==> config.mk <==
export PLATFORM = sky130hd
export DESIGN_NAME = sbx_final
export DESIGN_NICKNAME = d
export VERILOG_FILES = /design/src/rtl/sbx_pkg.sv /design/src/rtl/sbx_final.sv
export SDC_FILE = /design/constraint.sdc
export NUM_CORES = 2
export LEC_CHECK = 0
export BUFFER_PORTS_ARGS = -buffer_cell sky130_fd_sc_hd__buf_2
export CORE_AREA = 10 10 737 739
export DETAILED_ROUTE_END_ITERATION = 8
export DIE_AREA = 0 0 747 749
export GPL_ROUTABILITY_DRIVEN = 0
export PLACE_DENSITY = 0.3
export SYNTH_ARGS = -nofsm -noshare
export SYNTH_HDL_FRONTEND = slang
export SYNTH_SLANG_ARGS = --single-unit
export TNS_END_PERCENT = 30
==> constraint.sdc <==
create_clock -name clk -period 27 [get_ports clk]
set_clock_uncertainty 0.05 [all_clocks]
set_input_delay 1.35 -clock clk [delete_from_list [all_inputs] [get_ports clk]]
set_output_delay 1.35 -clock clk [all_outputs]
set_load 0.005 [all_outputs]
==> src/rtl/sbx_pkg.sv <==
package sbx_pkg;

    localparam int ROUND_COUNT_DEF = 20;
    localparam int WORD_W          = 32;
    localparam int FIELD_W         = 64;
    localparam int DATA_FIELDS     = 8;
    localparam int CFG_INDEX_W     = 3;

    localparam logic [CFG_INDEX_W-1:0] CFG_KEY_01 = 3'd0;
    localparam logic [CFG_INDEX_W-1:0] CFG_KEY_23 = 3'd1;
    localparam logic [CFG_INDEX_W-1:0] CFG_KEY_45 = 3'd2;
    localparam logic [CFG_INDEX_W-1:0] CFG_KEY_67 = 3'd3;
    localparam logic [CFG_INDEX_W-1:0] CFG_NONCE  = 3'd4;

    localparam logic [WORD_W-1:0] SIGMA_0 = 32'h61707865;
    localparam logic [WORD_W-1:0] SIGMA_1 = 32'h3320646e;
    localparam logic [WORD_W-1:0] SIGMA_2 = 32'h79622d32;
    localparam logic [WORD_W-1:0] SIGMA_3 = 32'h6b206574;

    typedef logic [15:0][WORD_W-1:0] sbx_matrix_t;

    typedef struct packed {
        logic [FIELD_W-1:0] key_01;
        logic [FIELD_W-1:0] key_23;
        logic [FIELD_W-1:0] key_45;
        logic [FIELD_W-1:0] key_67;
        logic [FIELD_W-1:0] nonce;
    } sbx_cfg_t;

    typedef struct packed {
        sbx_matrix_t                         m;
        logic [FIELD_W-1:0]                  pos;
        logic [DATA_FIELDS-1:0][FIELD_W-1:0] data;
    } sbx_beat_t;

    function automatic logic [WORD_W-1:0] sbx_rotl(input logic [WORD_W-1:0] v, input int s);
        return (v << s) | (v >> (WORD_W - s));
    endfunction

    function automatic logic [3:0][WORD_W-1:0] sbx_quarter(
        input logic [WORD_W-1:0] a,
        input logic [WORD_W-1:0] b,
        input logic [WORD_W-1:0] c,
        input logic [WORD_W-1:0] d
    );
        logic [WORD_W-1:0] t;
        logic [WORD_W-1:0] na;
        logic [WORD_W-1:0] nb;
        logic [WORD_W-1:0] nc;
        logic [WORD_W-1:0] nd;
        t  = a + d;
        nb = b ^ sbx_rotl(t, 7);
        t  = nb + a;
        nc = c ^ sbx_rotl(t, 9);
        t  = nc + nb;
        nd = d ^ sbx_rotl(t, 13);
        t  = nd + nc;
        na = a ^ sbx_rotl(t, 18);
        return {nd, nc, nb, na};
    endfunction

    function automatic sbx_matrix_t sbx_round_f(input sbx_matrix_t m, input logic is_col);
        sbx_matrix_t             r;
        logic [3:0][WORD_W-1:0]  q0;
        logic [3:0][WORD_W-1:0]  q1;
        logic [3:0][WORD_W-1:0]  q2;
        logic [3:0][WORD_W-1:0]  q3;
        r = m;
        if (is_col)
        begin
            q0 = sbx_quarter(m[0],  m[4],  m[8],  m[12]);
            q1 = sbx_quarter(m[5],  m[9],  m[13], m[1]);
            q2 = sbx_quarter(m[10], m[14], m[2],  m[6]);
            q3 = sbx_quarter(m[15], m[3],  m[7],  m[11]);
            r[0]  = q0[0]; r[4]  = q0[1]; r[8]  = q0[2]; r[12] = q0[3];
            r[5]  = q1[0]; r[9]  = q1[1]; r[13] = q1[2]; r[1]  = q1[3];
            r[10] = q2[0]; r[14] = q2[1]; r[2]  = q2[2]; r[6]  = q2[3];
            r[15] = q3[0]; r[3]  = q3[1]; r[7]  = q3[2]; r[11] = q3[3];
        end
        else
        begin
            q0 = sbx_quarter(m[0],  m[1],  m[2],  m[3]);
            q1 = sbx_quarter(m[5],  m[6],  m[7],  m[4]);
            q2 = sbx_quarter(m[10], m[11], m[8],  m[9]);
            q3 = sbx_quarter(m[15], m[12], m[13], m[14]);
            r[0]  = q0[0]; r[1]  = q0[1]; r[2]  = q0[2]; r[3]  = q0[3];
            r[5]  = q1[0]; r[6]  = q1[1]; r[7]  = q1[2]; r[4]  = q1[3];
            r[10] = q2[0]; r[11] = q2[1]; r[8]  = q2[2]; r[9]  = q2[3];
            r[15] = q3[0]; r[12] = q3[1]; r[13] = q3[2]; r[14] = q3[3];
        end
        return r;
    endfunction

    function automatic sbx_matrix_t sbx_init(input sbx_cfg_t cfg, input logic [FIELD_W-1:0] pos);
        sbx_matrix_t m;
        m[0]  = SIGMA_0;
        m[1]  = cfg.key_01[31:0];
        m[2]  = cfg.key_01[63:32];
        m[3]  = cfg.key_23[31:0];
        m[4]  = cfg.key_23[63:32];
        m[5]  = SIGMA_1;
        m[6]  = cfg.nonce[31:0];
        m[7]  = cfg.nonce[63:32];
        m[8]  = pos[31:0];
        m[9]  = pos[63:32];
        m[10] = SIGMA_2;
        m[11] = cfg.key_45[31:0];
        m[12] = cfg.key_45[63:32];
        m[13] = cfg.key_67[31:0];
        m[14] = cfg.key_67[63:32];
        m[15] = SIGMA_3;
        return m;
    endfunction

endpackage

==> src/rtl/sbx_final.sv <==
module sbx_final (
    input  logic                                          clk,
    input  logic                                          rst_n,
    input  sbx_pkg::sbx_cfg_t                             cfg,
    input  logic                                          in_valid,
    output logic                                          in_ready,
    input  sbx_pkg::sbx_beat_t                            in_beat,
    output logic                                          out_valid,
    input  logic                                          out_ready,
    output logic [sbx_pkg::DATA_FIELDS*sbx_pkg::FIELD_W-1:0] out_data
);

    logic                                                    valid_reg;
    logic [sbx_pkg::DATA_FIELDS-1:0][sbx_pkg::FIELD_W-1:0]   data_reg;
    logic [sbx_pkg::DATA_FIELDS-1:0][sbx_pkg::FIELD_W-1:0]   data_next;
    sbx_pkg::sbx_matrix_t                                    init_m;
    sbx_pkg::sbx_matrix_t                                    ks;

    assign in_ready  = !valid_reg || out_ready;
    assign out_valid = valid_reg;
    assign out_data  = data_reg;

    always_comb
    begin
        init_m = sbx_pkg::sbx_init(cfg, in_beat.pos);
        for (int w = 0; w < 16; w++)
        begin
            ks[w] = in_beat.m[w] + init_m[w];
        end
        for (int j = 0; j < sbx_pkg::DATA_FIELDS; j++)
        begin
            data_next[j] = in_beat.data[j] ^ {ks[2*j+1], ks[2*j]};
        end
    end

    always_ff @(posedge clk or negedge rst_n)
    begin
        if (!rst_n)
        begin
            valid_reg <= 1'b0;
        end
        else if (in_ready)
        begin
            valid_reg <= in_valid;
        end
    end

    always_ff @(posedge clk)
    begin
        if (in_ready && in_valid)
        begin
            data_reg <= data_next;
        end
    end

    a_out_hold: assert property (@(posedge clk) disable iff (!rst_n)
        (valid_reg && !out_ready) |=> (valid_reg && $stable(data_reg)))
        else $error("output stage lost or changed a stalled beat");

    a_out_fill: assert property (@(posedge clk) disable iff (!rst_n)
        (in_valid && in_ready) |=> valid_reg)
        else $error("output stage dropped an accepted beat");

    a_out_ready: assert property (@(posedge clk) disable iff (!rst_n)
        !valid_reg |-> in_ready)
        else $error("empty output stage refuses a beat");

endmodule

==> metrics list <==
- The run finished with clean final reports.
- In this run the remaining antenna-violating nets after routing total 0.
- Of the total power, combinational logic draws 0.372.
- Before CTS, the worst setup slack after placement is 20,310 ps.
- Antenna violations before repair: 341
- Total number of vias: 41,126
- TritonCTS clock tree: done
- First-pass GRT wire length: about 500,000 µm
- Hold crit path type: in -> async
- The number of pins with negative max-slew slack in the final report came to 0.
* Post-DP Area: between 0.05 and 0.06 mm²
- Post-CTS timing repair inserted 0 buffers for setup.
- Counting tap cells, the placed design contains a total of 12,741 instances.
- Cell internal power dissipation: 2.11 mW
* Gate Count Post-Synth: around 3,900
* Insertion delay to the later sink of the worst-skew pair: 840 ps
* Worst Setup Slack, final: 21,220 ps
* Most common cell after layout, fill and taps aside: sky130_fd_sc_hd__buf_2
- For this run, the total global-route usage over all layers was measured as 0.140.
- Clock power frac: 0.319
* Async S/R FF share, synth: 0.00195
- The share of total power dissipated in sequential elements is 0.310.
- Grt ovf: 0
- STA classifies the critical path endpoint as a flip-flop.
* Mean instance size in the synthesized netlist: between 10 and 15 µm²
- For this design the total switching power over the nets is 1.36 mW.
- Library cells used by synthesis: 85
- Y dimension of the die: 749 µm
- Total Power: around 3.5 mW
- Ys flop type: sky130_fd_sc_hd__edfxtp_1
- Post-CTS Hold Fix Bufs: 0
- By startpoint and endpoint, the worst setup path is classified as in -> reg.
- P per Cell Area: 56.2 mW/mm²
* Worst endpoint data arrival time: between 6000 and 7000 ps
* Initial Utilization: 0.0767
* TritonCTS buffer count: between 80 and 90
- Number of buffers inserted by port buffering: 1,925
- Count of clock tree sinks: around 510
- Least-Margin Pin Slew: 1330 ps
- Across the run, the number of max-cap violations was 0.
- Critical Path RT: roughly 27,000 ps
- The number of global-route vias before repair came to 41,445.
* Die area: 0.560 mm²
- Counting every net in the synthesized netlist gives 5,653.
- Setup violations remaining at the end of the flow were counted as 0.
- Main area contributors after synthesis: sky130_fd_sc_hd__edfxtp_1 (38%), sky130_fd_sc_hd__xnor2_1 (15%), sky130_fd_sc_hd__ha_1 (12%), sky130_fd_sc_hd__xor2_1 (6.1%), sky130_fd_sc_hd__a21o_1 (4.8%)
* Highest achievable clock rate: 173 MHz
- The clock tree synthesis step divided the H-tree into 3 levels.
- Summed over all failing endpoints, the final setup total negative slack is 0 ps.
- Site Rows: 267
- Share of cells above drive strength 1: 0.363
- Relative to the synthesized area, the layout overhead comes to 52.6%.
* Setup crit start kind: primary input
- After legalization and detailed placement, the total HPWL measured 382,000 µm.
* Number of ports placed on the die boundary: about 1,900
- Once layout is complete, the cells apart from fillers number 13,006.
* Number of warnings printed during yosys synthesis: 0
- 1st-iter DRT viols: 3,127
- The library cells used most frequently in the layout, excluding fill and tap cells, are sky130_fd_sc_hd__buf_2 (1,925), sky130_fd_sc_hd__xnor2_1 (709), sky130_fd_sc_hd__edfxtp_1 (512).
- Cells traversed along the worst timing path: buf_2 > nand2b_1 > and2_4 > buf_4 > buf_4 > buf_4 > buf_4 > buf_4 > buf_4
- The number of failing hold endpoints at the final stage is 0.
- Counting along the longest clock path gives a buffer depth of 4.
- Fill cell count: 61,310
- Final instance area: 0.0618 mm²
- Counting stages on the worst path, the most repeated cell is sky130_fd_sc_hd__buf_4.
- Crit-path slowest cell: sky130_fd_sc_hd__buf_4
* Time the final worst path needs with I/O delays and setup: a little under 6000 ps
- Register area share after synthesis: 0.380
- Max transition margin: 0.0925
* Stage delay of the slowest cell on the critical path: 710 ps
- The floorplan step set the die width to 747 µm.
- The share of synthesized area in the top cell type comes to 0.380.
- Total buffers and inverters traversed by the critical path: 7
- Nets@finish: 7,632
- The total area inside the core boundary comes to 0.528 mm².
* Number of gates resized after CTS: 0
- Total standard cell area after synthesis: 0.0405 mm²
* Clock root cell: sky130_fd_sc_hd__clkbuf_16
* Total Wirelength: a little over 400,000 µm
- Setup repair after global routing left no endpoint under its margin.
- Entering global routing, the biggest net connects 63 pins.
- In the routed design, unresolved DRC markers number 0.
- Routed vias/inst: 3.16
* Worst supply voltage drop on vdd: 0.0000431 V
- Post-synth EDFFs: roughly 510
- Crit-path leading delay family: buffers and inverters
- The first detailed-routing pass ran for 6 iterations.
- The biggest area contributor in the post-synthesis netlist is sky130_fd_sc_hd__edfxtp_1.
* Portion of the clock cycle consumed by the worst path in the final layout: 0.214
- Clock-pin slew was measured on the worst setup and hold paths at ~60 ps.
- Of the total power, the share spent switching nets is 0.391.
- In the final routed layout, each cell accounts on average for 31.8 µm.
* Leak Pwr: approximately 25 nW
* Flip-flop and latch count after synthesis: roughly 510
- Crit path max fanout: 54
[flip-flops by register name, indices dropped and copies added, names as in the netlist]
register	cells
out_data	512
out_valid	1
[worst paths after layout]
path,start,to,slack (ps),depth (start not counted)
setup / recovery,out_ready,out_data[446]$_DFFE_PP_,21220,9
hold / removal,rst_n,out_valid$_DFFE_PN0N_,230,1
setup reg to reg,out_valid$_DFFE_PN0N_,out_data[446]$_DFFE_PP_,21480,8
max in group asynchronous,rst_n,out_valid$_DFFE_PN0N_,26590,1
min in group clk,out_valid$_DFFE_PN0N_,out_valid$_DFFE_PN0N_,520,2
hold reg to reg,out_valid$_DFFE_PN0N_,out_valid$_DFFE_PN0N_,520,2
[cells by family (layout without fill, tap and decap cells)]
family / Yosys count / in the layout / synth area share
buffers and inverters: 143 / 2178 / 0.0133
xor gates and xnor gates: 991 / 991 / 0.214
other: 0 / 124 / 0
DFF: 513 / 513 / 0.380
muxes: 1 / 1 / 0.000247
and+or+nand+nor: 698 / 698 / 0.0848
adders and majority gates: 388 / 388 / 0.122
AOI/OAI and AO/OA: 1119 / 1119 / 0.185
[routing by layer]
| layer | vias to the layer above | GRT usage | routed length [µm] |
|---|---|---|---|
| met5 | - | 0 | 1170 |
| met4 | 172 | 0.0316 | 11400 |
| met3 | 621 | 0.0900 | 63500 |
| met2 | 2256 | 0.213 | 175000 |
| met1 | 19705 | 0.164 | 163000 |
| li1 | 18372 | - | - |
[power groups by stage]
stage | sequential (mW) | clock, mW | combinational, mW
finish | 1.07 | 1.11 | 1.29
global route | 1.08 | 1.18 | 1.39
CTS | 1.08 | 1.16 | 1.32
detailed placement | 1.09 | 0 | 1.31
global placement | 1.09 | 0 | 1.32
floorplan | 1.10 | 0 | 0.558
[Yosys cell counts, types with 22 or more instances]
cell type,n
sky130_fd_sc_hd__xor2_1,282
sky130_fd_sc_hd__o31ai_1,25
sky130_fd_sc_hd__o21a_1,22
sky130_fd_sc_hd__a31oi_1,39
sky130_fd_sc_hd__nor2b_1,40
sky130_fd_sc_hd__nor2_1,161
sky130_fd_sc_hd__nand2b_1,37
sky130_fd_sc_hd__nor3_1,30
sky130_fd_sc_hd__inv_1,83
sky130_fd_sc_hd__clkbuf_1,57
sky130_fd_sc_hd__nand3_1,65
sky130_fd_sc_hd__nand4_1,40
sky130_fd_sc_hd__nand2_1,192
sky130_fd_sc_hd__a21oi_1,343
sky130_fd_sc_hd__ha_1,376
sky130_fd_sc_hd__xnor2_1,709
sky130_fd_sc_hd__edfxtp_1,512
sky130_fd_sc_hd__a21o_1,258
sky130_fd_sc_hd__o21bai_1,67
sky130_fd_sc_hd__o21ai_0,153
sky130_fd_sc_hd__and3_1,56
[final cells by class]
cell class	instances	area, µm²	area share
flip-flops and latches	513	15400	0.249
inverters	83	312	0.00504
repair buffers	1954	9850	0.159
clock inverters	47	487	0.00788
diodes	124	310	0.00502
multi-input cells	3197	24600	0.398
clock buffers	94	2120	0.0343
well taps	6994	8750	0.142
[through the flow]
step                      hold slack [ps]  utilization
after floorplan                       487            -
final                                 228        0.117
after detailed placement              509        0.112
after global routing                  136        0.117
after global placement                543        0.112
after CTS                             106        0.116
(Power assumes the default switching activity.)
